File: src/hw/rtl/cfp_pkg.sv
// Shared types, constants and helpers for the CSV command frame parser.
package cfp_pkg;

  localparam int FIELD_CHARS = 32;
  localparam int POS_W = $clog2(FIELD_CHARS);
  localparam int MAX_PARAMS = 16;
  localparam int FIFO_DEPTH = 4;
  localparam int FRAC_DIGITS = 9;

  localparam logic [7:0] CH_COMMA = 8'h2C;
  localparam logic [7:0] CH_NEWLINE = 8'h0A;
  localparam logic [7:0] CH_PLUS = 8'h2B;
  localparam logic [7:0] CH_MINUS = 8'h2D;
  localparam logic [7:0] CH_POINT = 8'h2E;
  localparam logic [7:0] CH_SPACE = 8'h20;

  localparam logic [15:0] TIMEOUT_RESET = 16'd1000;
  localparam logic [7:0] FALLBACK_RESET = 8'd5;

  localparam logic [1:0] CFG_TIMEOUT = 2'd0;
  localparam logic [1:0] CFG_FALLBACK = 2'd1;

  typedef enum logic [1:0] {
    FK_COUNT = 2'd0,
    FK_COMMAND = 2'd1,
    FK_PARAM = 2'd2,
    FK_TIMEOUT = 2'd3
  } field_kind_t;

  typedef enum logic [1:0] {
    IK_CHAR = 2'd0,
    IK_DELIM = 2'd1,
    IK_TICK = 2'd2
  } item_kind_t;

  typedef struct packed {
    item_kind_t kind;
    logic [7:0] data;
  } item_t;

  typedef enum logic [2:0] {
    ST_IDLE,
    ST_FETCH,
    ST_EVAL,
    ST_DSET,
    ST_DIV,
    ST_FIN
  } back_state_t;

  typedef enum logic [1:0] {
    PH_LEAD,
    PH_INT,
    PH_FRAC
  } phase_t;

  function automatic logic [29:0] pow10(input logic [3:0] nd);
    logic [29:0] r;
    case (nd)
      4'd0: r = 30'd1;
      4'd1: r = 30'd10;
      4'd2: r = 30'd100;
      4'd3: r = 30'd1000;
      4'd4: r = 30'd10000;
      4'd5: r = 30'd100000;
      4'd6: r = 30'd1000000;
      4'd7: r = 30'd10000000;
      4'd8: r = 30'd100000000;
      default: r = 30'd1000000000;
    endcase
    return r;
  endfunction

endpackage

File: src/hw/rtl/cfp_front.sv
// Front end: classify incoming items and queue them for the back end.
module cfp_front (
  input  logic             clk,
  input  logic             rst,
  input  logic             push,
  output logic             full,
  input  logic             cmd,
  input  logic [7:0]       rx_byte,
  output cfp_pkg::item_t   item,
  output logic             item_valid,
  input  logic             item_pop
);

  localparam int PTR_W = $clog2(cfp_pkg::FIFO_DEPTH);
  localparam int CNT_W = $clog2(cfp_pkg::FIFO_DEPTH + 1);

  cfp_pkg::item_t slots [cfp_pkg::FIFO_DEPTH];
  logic [PTR_W-1:0] wr_ptr;
  logic [PTR_W-1:0] rd_ptr;
  logic [CNT_W-1:0] count;
  logic do_push;
  logic do_pop;
  cfp_pkg::item_t incoming;

  assign full = count == CNT_W'(cfp_pkg::FIFO_DEPTH);
  assign item_valid = count != '0;
  assign item = slots[rd_ptr];
  assign do_push = push && !full;
  assign do_pop = item_pop && item_valid;

  always_comb begin
    incoming.data = rx_byte;
    if (cmd) begin
      incoming.kind = cfp_pkg::IK_TICK;
    end else if (rx_byte == cfp_pkg::CH_COMMA || rx_byte == cfp_pkg::CH_NEWLINE) begin
      incoming.kind = cfp_pkg::IK_DELIM;
    end else begin
      incoming.kind = cfp_pkg::IK_CHAR;
    end
  end

  always_ff @(posedge clk) begin
    if (do_push) begin
      slots[wr_ptr] <= incoming;
    end
  end

  always_ff @(posedge clk) begin
    if (rst) begin
      wr_ptr <= '0;
      rd_ptr <= '0;
      count <= '0;
    end else begin
      if (do_push) begin
        wr_ptr <= wr_ptr + 1'b1;
      end
      if (do_pop) begin
        rd_ptr <= rd_ptr + 1'b1;
      end
      if (do_push && !do_pop) begin
        count <= count + 1'b1;
      end else if (!do_push && do_pop) begin
        count <= count - 1'b1;
      end
    end
  end

endmodule

File: src/hw/rtl/cfp_back.sv
// Back end: field buffer, conversion walk, divider, message state and result register.
module cfp_back (
  input  logic                 clk,
  input  logic                 rst,
  input  logic [15:0]          timeout_ticks,
  input  logic [7:0]           fallback_command,
  input  cfp_pkg::item_t       item,
  input  logic                 item_valid,
  output logic                 item_pop,
  output logic                 out_valid,
  input  logic                 out_pop,
  output logic [1:0]           field_kind,
  output logic [3:0]           param_index,
  output logic signed [47:0]   field_value,
  output logic signed [31:0]   command_id,
  output logic signed [31:0]   param_count,
  output logic                 command_ready
);

  localparam int POS_W = cfp_pkg::POS_W;

  cfp_pkg::back_state_t state, state_next;
  cfp_pkg::phase_t phase;
  cfp_pkg::field_kind_t o_kind;

  logic [7:0] chars [cfp_pkg::FIELD_CHARS];
  logic [7:0] rdata;
  logic [POS_W-1:0] pos;
  logic [POS_W-1:0] walk_p;
  logic [POS_W-1:0] walk_len;
  logic [4:0] field_number;
  logic signed [31:0] expected;
  logic signed [31:0] held;
  logic open;
  logic [15:0] elapsed;
  logic is_fixed;
  logic neg;
  logic [32:0] ipart;
  logic [29:0] fnum;
  logic [3:0] nd;
  logic [46:0] div_rem;
  logic [46:0] div_d;
  logic [16:0] quo;
  logic [4:0] div_cnt;

  logic c_blank, c_digit, c_sign, c_point, cont, more;
  logic [36:0] ip_tmp, ip_lim;
  logic [32:0] ip_new;
  logic [32:0] fn_tmp;
  logic [15:0] el_new;
  logic [31:0] ival;
  logic [49:0] mag;
  logic [47:0] fval;
  logic [4:0] fn_inc;
  logic [4:0] pidx;
  logic signed [31:0] exp_new, held_new;
  logic signed [32:0] fn_m2;
  logic done;
  logic [29:0] den;

  function automatic logic is_fixed_sel();
    return field_number >= 5'd2;
  endfunction

  assign field_kind = o_kind;
  assign item_pop = state == cfp_pkg::ST_IDLE && item_valid && !out_valid;

  always_comb begin
    c_blank = rdata == cfp_pkg::CH_SPACE || (rdata >= 8'h09 && rdata <= 8'h0D);
    c_digit = rdata >= 8'h30 && rdata <= 8'h39;
    c_sign = rdata == cfp_pkg::CH_PLUS || rdata == cfp_pkg::CH_MINUS;
    c_point = rdata == cfp_pkg::CH_POINT && is_fixed;
    ip_tmp = {1'b0, ipart, 3'b0} + {3'b0, ipart, 1'b0} + {33'b0, rdata[3:0]};
    ip_lim = is_fixed ? 37'h1_0000_0000 : 37'h0_8000_0000;
    ip_new = (ip_tmp > ip_lim) ? ip_lim[32:0] : ip_tmp[32:0];
    fn_tmp = {fnum, 3'b0} + {2'b0, fnum, 1'b0} + {29'b0, rdata[3:0]};
    unique case (phase)
      cfp_pkg::PH_LEAD: cont = c_blank || c_sign || c_digit || c_point;
      cfp_pkg::PH_INT: cont = c_digit || c_point;
      cfp_pkg::PH_FRAC: cont = c_digit;
      default: cont = 1'b0;
    endcase
    more = cont && ({1'b0, walk_p} + 1'b1 < {1'b0, walk_len});

    el_new = (elapsed == 16'hFFFF) ? elapsed : elapsed + 1'b1;

    ival = neg ? (~ipart[31:0] + 1'b1)
               : ((ipart > 33'h0_7FFF_FFFF) ? 32'h7FFF_FFFF : ipart[31:0]);
    mag = {1'b0, ipart, 16'b0} + {33'b0, quo};
    if (neg) begin
      fval = (mag > 50'h0_8000_0000_0000) ? 48'h8000_0000_0000 : (~mag[47:0] + 1'b1);
    end else begin
      fval = (mag > 50'h0_7FFF_FFFF_FFFF) ? 48'h7FFF_FFFF_FFFF : mag[47:0];
    end

    exp_new = (field_number == 5'd0) ? $signed(ival) : expected;
    held_new = (field_number == 5'd1) ? $signed(ival) : held;
    fn_inc = field_number + 1'b1;
    fn_m2 = $signed({28'b0, fn_inc}) - 33'sd2;
    done = fn_m2 == {exp_new[31], exp_new};
    pidx = (field_number - 5'd2 > 5'(cfp_pkg::MAX_PARAMS - 1))
           ? 5'(cfp_pkg::MAX_PARAMS - 1) : field_number - 5'd2;
    den = cfp_pkg::pow10(nd);
  end

  always_comb begin
    state_next = state;
    unique case (state)
      cfp_pkg::ST_IDLE: begin
        if (item_pop && item.kind == cfp_pkg::IK_DELIM) begin
          state_next = (pos == '0) ? (is_fixed_sel() ? cfp_pkg::ST_DSET : cfp_pkg::ST_FIN)
                                   : cfp_pkg::ST_FETCH;
        end
      end
      cfp_pkg::ST_FETCH: state_next = cfp_pkg::ST_EVAL;
      cfp_pkg::ST_EVAL: begin
        if (more) begin
          state_next = cfp_pkg::ST_FETCH;
        end else begin
          state_next = is_fixed ? cfp_pkg::ST_DSET : cfp_pkg::ST_FIN;
        end
      end
      cfp_pkg::ST_DSET: state_next = cfp_pkg::ST_DIV;
      cfp_pkg::ST_DIV: begin
        if (div_cnt == 5'd16) begin
          state_next = cfp_pkg::ST_FIN;
        end
      end
      cfp_pkg::ST_FIN: state_next = cfp_pkg::ST_IDLE;
      default: state_next = cfp_pkg::ST_IDLE;
    endcase
  end

  always_ff @(posedge clk) begin
    if (rst) begin
      state <= cfp_pkg::ST_IDLE;
    end else begin
      state <= state_next;
    end
  end

  always_ff @(posedge clk) begin
    if (state == cfp_pkg::ST_IDLE && item_pop && item.kind == cfp_pkg::IK_CHAR) begin
      chars[pos] <= item.data;
    end
    rdata <= chars[walk_p];
  end

  always_ff @(posedge clk) begin
    if (rst) begin
      pos <= '0;
      field_number <= '0;
      expected <= '0;
      held <= '0;
      open <= 1'b0;
      elapsed <= '0;
      out_valid <= 1'b0;
    end else begin
      if (out_valid && out_pop) begin
        out_valid <= 1'b0;
      end
      unique case (state)
        cfp_pkg::ST_IDLE: begin
          if (item_pop) begin
            unique case (item.kind)
              cfp_pkg::IK_CHAR: begin
                if (pos != POS_W'(cfp_pkg::FIELD_CHARS - 1)) begin
                  pos <= pos + 1'b1;
                end
              end
              cfp_pkg::IK_DELIM: begin
                walk_len <= pos;
                walk_p <= '0;
                pos <= '0;
                is_fixed <= is_fixed_sel();
                neg <= 1'b0;
                phase <= cfp_pkg::PH_LEAD;
                ipart <= '0;
                fnum <= '0;
                nd <= '0;
              end
              default: begin
                if (open) begin
                  elapsed <= el_new;
                  if (el_new > timeout_ticks) begin
                    held <= {24'b0, fallback_command};
                    expected <= '0;
                    field_number <= '0;
                    open <= 1'b0;
                    o_kind <= cfp_pkg::FK_TIMEOUT;
                    param_index <= '0;
                    field_value <= '0;
                    command_id <= {24'b0, fallback_command};
                    param_count <= '0;
                    command_ready <= 1'b1;
                    out_valid <= 1'b1;
                  end
                end
              end
            endcase
          end
        end
        cfp_pkg::ST_EVAL: begin
          if (more) begin
            walk_p <= walk_p + 1'b1;
          end
          unique case (phase)
            cfp_pkg::PH_LEAD: begin
              if (c_sign) begin
                neg <= rdata == cfp_pkg::CH_MINUS;
                phase <= cfp_pkg::PH_INT;
              end else if (c_digit) begin
                ipart <= ip_new;
                phase <= cfp_pkg::PH_INT;
              end else if (c_point) begin
                phase <= cfp_pkg::PH_FRAC;
              end
            end
            cfp_pkg::PH_INT: begin
              if (c_digit) begin
                ipart <= ip_new;
              end else if (c_point) begin
                phase <= cfp_pkg::PH_FRAC;
              end
            end
            default: begin
              if (c_digit && nd < 4'(cfp_pkg::FRAC_DIGITS)) begin
                fnum <= fn_tmp[29:0];
                nd <= nd + 1'b1;
              end
            end
          endcase
        end
        cfp_pkg::ST_DSET: begin
          div_rem <= {1'b0, fnum, 16'b0} + {17'b0, 1'b0, den[29:1]};
          div_d <= {1'b0, den, 16'b0};
          quo <= '0;
          div_cnt <= '0;
        end
        cfp_pkg::ST_DIV: begin
          if (div_rem >= div_d) begin
            div_rem <= div_rem - div_d;
            quo <= {quo[15:0], 1'b1};
          end else begin
            quo <= {quo[15:0], 1'b0};
          end
          div_d <= {1'b0, div_d[46:1]};
          div_cnt <= div_cnt + 1'b1;
        end
        cfp_pkg::ST_FIN: begin
          expected <= exp_new;
          held <= held_new;
          if (field_number == 5'd0) begin
            if (!done) begin
              open <= 1'b1;
            end
            elapsed <= '0;
            o_kind <= cfp_pkg::FK_COUNT;
          end else if (field_number == 5'd1) begin
            o_kind <= cfp_pkg::FK_COMMAND;
          end else begin
            o_kind <= cfp_pkg::FK_PARAM;
          end
          param_index <= is_fixed ? pidx[3:0] : 4'd0;
          field_value <= is_fixed ? fval : {{16{ival[31]}}, ival};
          command_id <= held_new;
          param_count <= exp_new;
          if (done) begin
            field_number <= '0;
            open <= 1'b0;
            command_ready <= 1'b1;
          end else begin
            field_number <= fn_inc;
            command_ready <= 1'b0;
          end
          out_valid <= 1'b1;
        end
        default: begin
        end
      endcase
    end
  end

  a_hold: assert property (@(posedge clk) disable iff (rst)
    out_valid && !out_pop |=> out_valid && $stable(field_value))
    else $error("result changed while waiting");

  a_fin_free: assert property (@(posedge clk) disable iff (rst)
    state == cfp_pkg::ST_FIN |-> !out_valid)
    else $error("result register busy at field end");

  a_timeout: assert property (@(posedge clk) disable iff (rst)
    out_valid && o_kind == cfp_pkg::FK_TIMEOUT |-> command_ready && param_count == 0)
    else $error("timeout result malformed");

  a_walk: assert property (@(posedge clk) disable iff (rst)
    state == cfp_pkg::ST_FETCH |-> walk_p < walk_len)
    else $error("walk beyond field");

endmodule

File: src/hw/rtl/csv_command_frame_parser.sv
// Top level of the CSV command frame parser: configuration registers and the two halves.
// Bytes and ticks are queued (four items) and handled one at a time. A comma or newline
// walks the buffered field character by character, fetch then evaluate, over the single
// buffer read port, then a parameter field runs a restoring divider for the rounded
// fraction. Config writes are accepted every cycle (cfg_ready is always high).
module csv_command_frame_parser (
  input  logic                 clk,
  input  logic                 rst,
  input  logic                 push,
  output logic                 full,
  input  logic                 cmd,
  input  logic [7:0]           rx_byte,
  output logic                 empty,
  input  logic                 pop,
  output logic [1:0]           field_kind,
  output logic [3:0]           param_index,
  output logic signed [47:0]   field_value,
  output logic signed [31:0]   command_id,
  output logic signed [31:0]   param_count,
  output logic                 command_ready,
  input  logic                 cfg_valid,
  output logic                 cfg_ready,
  input  logic [1:0]           cfg_index,
  input  logic [15:0]          cfg_data
);

  logic [15:0] timeout_ticks;
  logic [7:0] fallback_command;
  cfp_pkg::item_t item;
  logic item_valid;
  logic item_pop;
  logic out_valid;

  assign cfg_ready = 1'b1;
  assign empty = !out_valid;

  always_ff @(posedge clk) begin
    if (rst) begin
      timeout_ticks <= cfp_pkg::TIMEOUT_RESET;
      fallback_command <= cfp_pkg::FALLBACK_RESET;
    end else if (cfg_valid && cfg_ready) begin
      unique case (cfg_index)
        cfp_pkg::CFG_TIMEOUT: timeout_ticks <= cfg_data;
        cfp_pkg::CFG_FALLBACK: fallback_command <= cfg_data[7:0];
        default: begin
        end
      endcase
    end
  end

  cfp_front u_front (
    .clk        (clk),
    .rst        (rst),
    .push       (push),
    .full       (full),
    .cmd        (cmd),
    .rx_byte    (rx_byte),
    .item       (item),
    .item_valid (item_valid),
    .item_pop   (item_pop)
  );

  cfp_back u_back (
    .clk              (clk),
    .rst              (rst),
    .timeout_ticks    (timeout_ticks),
    .fallback_command (fallback_command),
    .item             (item),
    .item_valid       (item_valid),
    .item_pop         (item_pop),
    .out_valid        (out_valid),
    .out_pop          (pop),
    .field_kind       (field_kind),
    .param_index      (param_index),
    .field_value      (field_value),
    .command_id       (command_id),
    .param_count      (param_count),
    .command_ready    (command_ready)
  );

endmodule

File: config.mk
export PLATFORM = sky130hd
export DESIGN_NAME = csv_command_frame_parser
export DESIGN_NICKNAME = d
export VERILOG_FILES = /design/src/hw/rtl/cfp_pkg.sv /design/src/hw/rtl/cfp_front.sv /design/src/hw/rtl/cfp_back.sv /design/src/hw/rtl/csv_command_frame_parser.sv
export SDC_FILE = /design/constraint.sdc
export NUM_CORES = 2
export LEC_CHECK = 0
export ABC_AREA = 1
export BUFFER_PORTS_ARGS = -buffer_cell sky130_fd_sc_hd__buf_2
export CAP_MARGIN = 30
export CORE_MARGIN = 3
export CORE_UTILIZATION = 40
export CTS_CLUSTER_SIZE = 30
export DETAILED_ROUTE_END_ITERATION = 8
export MAX_ROUTING_LAYER = met4
export PLACE_DENSITY = 0.59
export SYNTH_ARGS = -nofsm -noshare
export SYNTH_HDL_FRONTEND = slang
export SYNTH_SLANG_ARGS = --single-unit
File: constraint.sdc
create_clock -name clk -period 20.6 [get_ports clk]
set_input_delay 4.12 -clock clk [delete_from_list [all_inputs] [get_ports clk]]
set_output_delay 4.12 -clock clk [all_outputs]
set_load 0.005 [all_outputs]
# ---- Word level (Yosys, flattened, before mapping)
# Memory sizes are Yosys's and may differ from the RTL's. A register that Yosys moved wholly into a read port is not among the register bits.
# Cells that the tools add are included.
dict set report totals {
  ff_bits 442
  mem_bits_rw 296
  mem_bits_ro 480
  elab_cells 299
  mem_count 3
}
# memory depth width read_ports rd_ports_with_merged_regs wr line
set memory_table {}
lappend memory_table {{(no name shown)} 16 30 1 1 0 cfp_pkg.sv:58} ;# case (nd)
lappend memory_table {u_back.chars 32 8 1 1 1 cfp_back.sv:26} ;# logic [7:0] chars [cfp_pkg::FIELD_CHARS];
lappend memory_table {u_front.slots 4 10 1 1 1 cfp_front.sv:17} ;# cfp_pkg::item_t slots [cfp_pkg::FIFO_DEPTH];
dict set report classes {
  order_cmp 14
  bitwise_logic 3
  mux 130
  eq_ne 40
  n_reduce_logical 56
  n_addsub 22
}
# op n
set ops {}
lappend ops {{two-way mux 32 bit} 12}
lappend ops {{two-way mux 48 bit} 8}
lappend ops {{two-way mux 33 bit} 6}
lappend ops {{one-hot mux 47 bit (2 select lines)} 2}
lappend ops {{one-hot mux 33 bit (2 select lines)} 2}
lappend ops {{one-hot mux 32 bit (2 select lines)} 2}
lappend ops {{two-way mux 30 bit} 4}
lappend ops {{one-hot mux 48 bit (2 select lines)} 1}
lappend ops {{two-way mux 16 bit} 5}
lappend ops {{one-hot mux 30 bit (2 select lines)} 1}
lappend ops {{adder 49 x 17 -> 50 bit} 1}
lappend ops {{> comparator 50 x 47 -> 1 bit, second input constant} 1}
lappend ops {{> comparator 50 x 48 -> 1 bit, second input constant} 1}
lappend ops {{adder 48 x 1 -> 48 bit, second input constant} 1}
lappend ops {{inverter 48 bit} 1}
lappend ops {{adder 46 x 29 -> 47 bit} 1}
lappend ops {{greater-or-equal comparator 47 bit} 1}
lappend ops {{two-way mux 47 bit} 1}
lappend ops {{subtractor 47 bit} 1}
lappend ops {{two-way mux 5 bit} 9}
lappend ops {{two-way mux 4 bit} 11}
lappend ops {{== test 8 x 6 -> 1 bit, second input constant} 5}
lappend ops {{one-hot mux 5 bit (2 select lines)} 4}
lappend ops {{adder 36 x 34 -> 37 bit} 1}
lappend ops {{other kinds (65)} 183}

# ---- Logic depth before layout (Yosys ltp)
dict set report depth {
  ltp_word 10
  depth_mapped 26
  depth_no_buf 25
}

# ---- Modules after synthesis
# From an unflattened synthesis, not the netlist that was laid out.
dict set report unflattened {
  cells_unflattened 5374
  area_unflattened_um2 44860.5
}
# mod area_per_inst_um2 n_inst cells_each seq_area_each_um2
set by_module_without_submodules {}
lappend by_module_without_submodules {cfp_back 41786.3 1 5054 19668.9}
lappend by_module_without_submodules {cfp_front 2026.9 1 176 1381.3}
lappend by_module_without_submodules {csv_command_frame_parser 1047.3 1 144 480.5}

# ---- Least setup slack after synthesis
# No wires, ideal clock.
dict set report synth_timing {
  path_kind {input port to flip-flop}
  startpoint {input rst}
  endpoint {register u_back.command_id[0], enable pin}
  arrival_ns 9.440
  path_slack_ns 10.561
  stages 3
  path_buffers 2
  setup_time_ns 0.599
  cell_sequence {clkbuf_1 clkbuf_1 nor2_1}
}
dict set report synth_between {
  elab_chain_len 2
}
# item line
set synth_lines {}
lappend synth_lines {{from (decl)} csv_command_frame_parser.sv:8} ;# input logic rst,
lappend synth_lines {{inverter 1 bit (no source line)} n/a}
lappend synth_lines {{AND reduction 6 bit (no source line)} n/a}
lappend synth_lines {{to (signal assigned)} cfp_back.sv:193} ;# command_id <= {24'b0, fallback_command};
lappend synth_lines {{to (signal assigned)} cfp_back.sv:266} ;# command_id <= held_new;
lappend synth_lines {{to (decl)} cfp_back.sv:15} ;# output logic signed [31:0] command_id,
# Every way passes these cells.
# A chain may end at the register's enable or synchronous reset.

# ---- Final worst setup path
dict set report layout_timing {
  startpoint {input rst}
  endpoint {register u_back.den[8] (netlist name)}
}
dict set report layout_between {
  elab_chain_len 3
}
# item
set layout_lines {}
lappend layout_lines {{inverter 1 bit (no source line)}}
lappend layout_lines {{AND reduction 6 bit (no source line)}}
lappend layout_lines {{two-way mux 4 bit (no source line)}}
# Every way passes these cells.

==> impl_summary.txt <==
----------------------------------------------------
[Floorplanning]
  Core box area ... ~0.11 mm²
  Cell row count ... 121
  I/O Pins ... between 150 and 200
  Chip Height ... roughly 340 µm
  Initial core utilization ... about two fifths
  Die extent in x ... 339 µm
  Total Die Area ... roughly 0.11 mm²

[Synth]
  Top flip-flop cell by instance count after synthesis ... sky130_fd_sc_hd__edfxtp_1
  Top cell type's share of synthesized area ... 41.4%
  Adder-cell share of the synthesized area ... roughly 6.9%
  Post-synthesis xor/xnor area fraction ... 2.19%
  Cell taking the most area after synthesis ... sky130_fd_sc_hd__edfxtp_1
  Fraction of the mapped netlist area in simple logic gates ... a little over a fifth
  Seq cells post-synth ... between 700 and 800
  Number of warning messages in the yosys log ... 0
  Number of nets produced by synthesis ... 5543
  Largest family of logic cells by synthesized area ... simple AND/OR/NAND/NOR gates
  Portion of the post-synthesis area used by sequential elements ... 48.6%
  Synthesized-area fraction occupied by ao, oa, aoi and oai cells ... ~14%
  Average cell area after synthesis ... between 8 and 9 µm²
  Total standard cell area after synthesis ... 0.0443 mm²
  Count of distinct cell types in the synthesized netlist ... 65
  Fraction of synthesis flops using an asynchronous set or reset pin ... 0%
  Most area-consuming cells after synthesis ... sky130_fd_sc_hd__edfxtp_1 (41%), sky130_fd_sc_hd__nand2_1 (8.5%), sky130_fd_sc_hd__dfxtp_1 (7.2%)
  Count of flip-flops with a built-in enable after synthesis ... just over 600
  Cells after synthesis ... approximately 5300
  Multiplexer share of the synthesized area ... 0.0226%

[Job]
  Max capacitance violation total ... 0

[Timing]
  Aggregate negative setup slack ... 0 ps
  Hold slack ... 459 ps
  Minimum clock period ... 6500 ps
  Number of failing hold endpoints at the final stage ... 0
  Total count of max-transition violations in the final report ... 0
  Worst setup skew after layout ... about 35 ps
  Setup repair after global routing missed its margin ... false
  Maximum clock frequency ... approximately 150 MHz
  Worst slew margin relative to its limit ... 33.4%
  Post-route fraction of the period consumed by the critical path ... about a third
  Slew at the pin with the worst max-slew slack ... a little under 1000 ps
  Number of setup violations in the final report ... 0

[Global routing]
  Vias in the first global route ... ~35000
  Global Route Usage Sum ... a little under a quarter
  Wire length of the first global-routing pass ... between 200000 and 250000 µm
  Number of antenna violations at the first check in global routing ... 1
  Maximum number of pins on one net before global-route repair ... 77
  Residual overflow from global routing ... 0

[Setup path]
  Worst Setup Path Type ... in -> reg
  Data arrival time of the critical path ... 7050 ps
  Max Fanout on Critical Path ... 40
  Required time of the worst setup path ... 21150 ps
  Startpoint types ... primary input
  Sort of element at the end of the critical path ... flip-flop

[Power]
  Total net switching power ... ~0.0022 W
  Max VDD drop ... slightly below 0.08 mV
  Standby leakage power ... 20.1 nW
  Portion of total power attributed to sequential cells ... a little under two fifths
  Internal power component ... 0.00349 W
  Power share of the clock group ... between 20% and 30%
  Switching part of the total ... 38.2%
  Total power density per cell area ... 114 mW/mm²
  Logic gate share of total power ... about 34%

[CTS]
  CTS tree ... built
  Post-cts hold buffer count ... 0
  Clock edge transition at the registers on the reported setup and hold paths ... approximately 60 ps
  Count of cells resized by post-cts repair ... 0
  Clk sinks ... 770
  Clock Path Buffers ... 3
  H-Tree Level Count ... 3
  Setup repair bufs after CTS ... 0
  Clock root buffer master ... sky130_fd_sc_hd__clkbuf_16
  Clock insertion delay at the later pin of the skew report ... 680 ps
  Total clock buffers created by CTS ... 87

[Drt]
  Via count of the routed design ... approximately 37000
  Ratio of routed vias to standard cells ... between 5 and 6
  Remaining number of nets flagged by the antenna check after routing ... 0
  Total wirelength of the detailed-routed design ... roughly 130000 µm
  WL/cell ... about 19 µm
  Count of TritonRoute iterations in the first routing pass ... 8
  Violation count after the first detailed-route iteration ... roughly 3400
  Number of DRC violations after detailed routing ... 0

[Placement]
  Placer's final routability congestion estimate ... between 0.9 and 1
  DPL Wire Length ... ~95000 µm
  Number of port buffers ... ~150
  Post-Place Cell Area ... between 0.04 and 0.05 mm²

[Layout]
  Number of antenna repair diodes ... 0
  Final design instance area without fill ... 0.0497 mm²
  Fin util ... between 40% and 50%
  Final #Nets ... approximately 5600
  Leading cell type in the layout, fill and taps excluded ... sky130_fd_sc_hd__nand2_1
  Layout area overhead ... 12.0%
  Ratio of cells with drive above 1 in the final layout ... 8.45%
  Most frequent cells in the layout ... sky130_fd_sc_hd__nand2_1 (1007), sky130_fd_sc_hd__nor2_1 (721), sky130_fd_sc_hd__edfxtp_1 (611)

[Min path]
  Tightest Hold Check Type ... reg -> reg

[Run status]
  Status ... finished, final reports clean

----------------------------------------------------
final timing paths:
path	from	endpoint	slack [ps]	cells past startpoint
max	rst	u_back.den[8]	14100	12
min	u_back.expected[13]	u_back.expected[13]	460	2
max reg2reg	u_back.elapsed[0]	u_back.field_value[36]	14480	23
min reg2reg	u_back.expected[13]	u_back.expected[13]	460	2
area by class of cell:
| class | count | area, µm² |
|---|---|---|
| clock buffer | 110 | 2350 |
| clock inverter | 51 | 663 |
| fill | 10700 | 59800 |
| inverter | 598 | 2250 |
| multi-input combinational | 3711 | 19900 |
| sequential | 770 | 21500 |
| tap | 1476 | 1850 |
| timing repair buffer | 203 | 1150 |
per-layer routing:
metal | vias up | GRT usage (%) | part of all wire, %
li1 | 18200 | - | -
met1 | 17500 | 31.7 | 46
met2 | 1070 | 34.8 | 44
met3 | 201 | 4.45 | 7.0
met4 | 0 | 6.55 | 2.6
met5 | - | - | 0
stage by stage:
| stage | worst slack (ps) | std cells | power (W) |
|---|---|---|---|
| after floorplan | 10560 | 5270 | 0.00339 |
| after global placement | 13340 | 6755 | 0.00402 |
| after detailed placement | 13360 | 6757 | 0.00403 |
| after CTS | 14100 | 6918 | 0.00567 |
| after global routing | 13780 | 6919 | 0.00599 |
| final | 14100 | 6919 | 0.00565 |
Yosys cell counts (all sizes together) (2+ instances only):
| master | number |
|---|---|
| a31oi | 38 |
| xor2 | 75 |
| inv | 593 |
| o211ai | 22 |
| o21a | 24 |
| a211oi | 6 |
| edfxtp | 611 |
| nor4 | 16 |
| a21boi | 4 |
| a221oi | 2 |
| fa | 7 |
| clkinv | 5 |
| dfxtp | 159 |
| o2111ai | 6 |
| o22ai | 37 |
| clkbuf | 147 |
| o21bai | 15 |
| o221ai | 50 |
| nand3b | 20 |
| nor3 | 67 |
| a21oi | 391 |
| buf | 44 |
| nand4 | 67 |
| and2 | 2 |
| a32oi | 8 |
| a21o | 9 |
| xnor2 | 31 |
| or2 | 20 |
| nand2 | 1024 |
| nor2 | 751 |
| o21ai | 510 |
| a41oi | 2 |
| ha | 234 |
| o31ai | 9 |
| a31o | 2 |
| nand3 | 253 |
state kept, by name (all words and copies together) (netlist names), 33 cells and up, named ones only:
| signal | flops |
|---|---|
| u_back.chars | 256 |
| u_back.div_d | 46 |
| u_back.div_rem | 47 |
| u_back.field_value | 48 |
| u_back.ipart | 33 |
| u_front.slots | 40 |
cell families (layout without fill, tap and decap cells):
logic type               after synthesis  after routing
buffers and inverters                789            962
AO/OA/AOI/OAI                       1140           1140
multiplexers                           1              1
flip-flops                           770            770
other                                  1              1
XOR/XNOR                             106            106
adder cells (fa/ha/maj)              241            241
AND/OR/NAND/NOR                     2222           2222
power by group through the flow:
stage               clock (W)  combinational, W  sequential [W]
detailed placement          0           0.00190         0.00213
finish                0.00163           0.00192         0.00210
global placement            0           0.00189         0.00213
global route          0.00173           0.00215         0.00212
CTS                   0.00166           0.00191         0.00210
floorplan                   0           0.00131         0.00208
critical path, stage by stage:
cell                       delay (ps)
sky130_fd_sc_hd__buf_4            190
sky130_fd_sc_hd__a211oi_1         220
sky130_fd_sc_hd__nand2_1          140
sky130_fd_sc_hd__inv_1            100
sky130_fd_sc_hd__nand2_1          180
sky130_fd_sc_hd__inv_2            700
sky130_fd_sc_hd__o21ai_0          190
sky130_fd_sc_hd__o21ai_1          360
sky130_fd_sc_hd__inv_1            190
sky130_fd_sc_hd__ha_1             260
sky130_fd_sc_hd__o21ai_1          250
sky130_fd_sc_hd__o21ai_0          100
(Power assumes the default switching activity.)
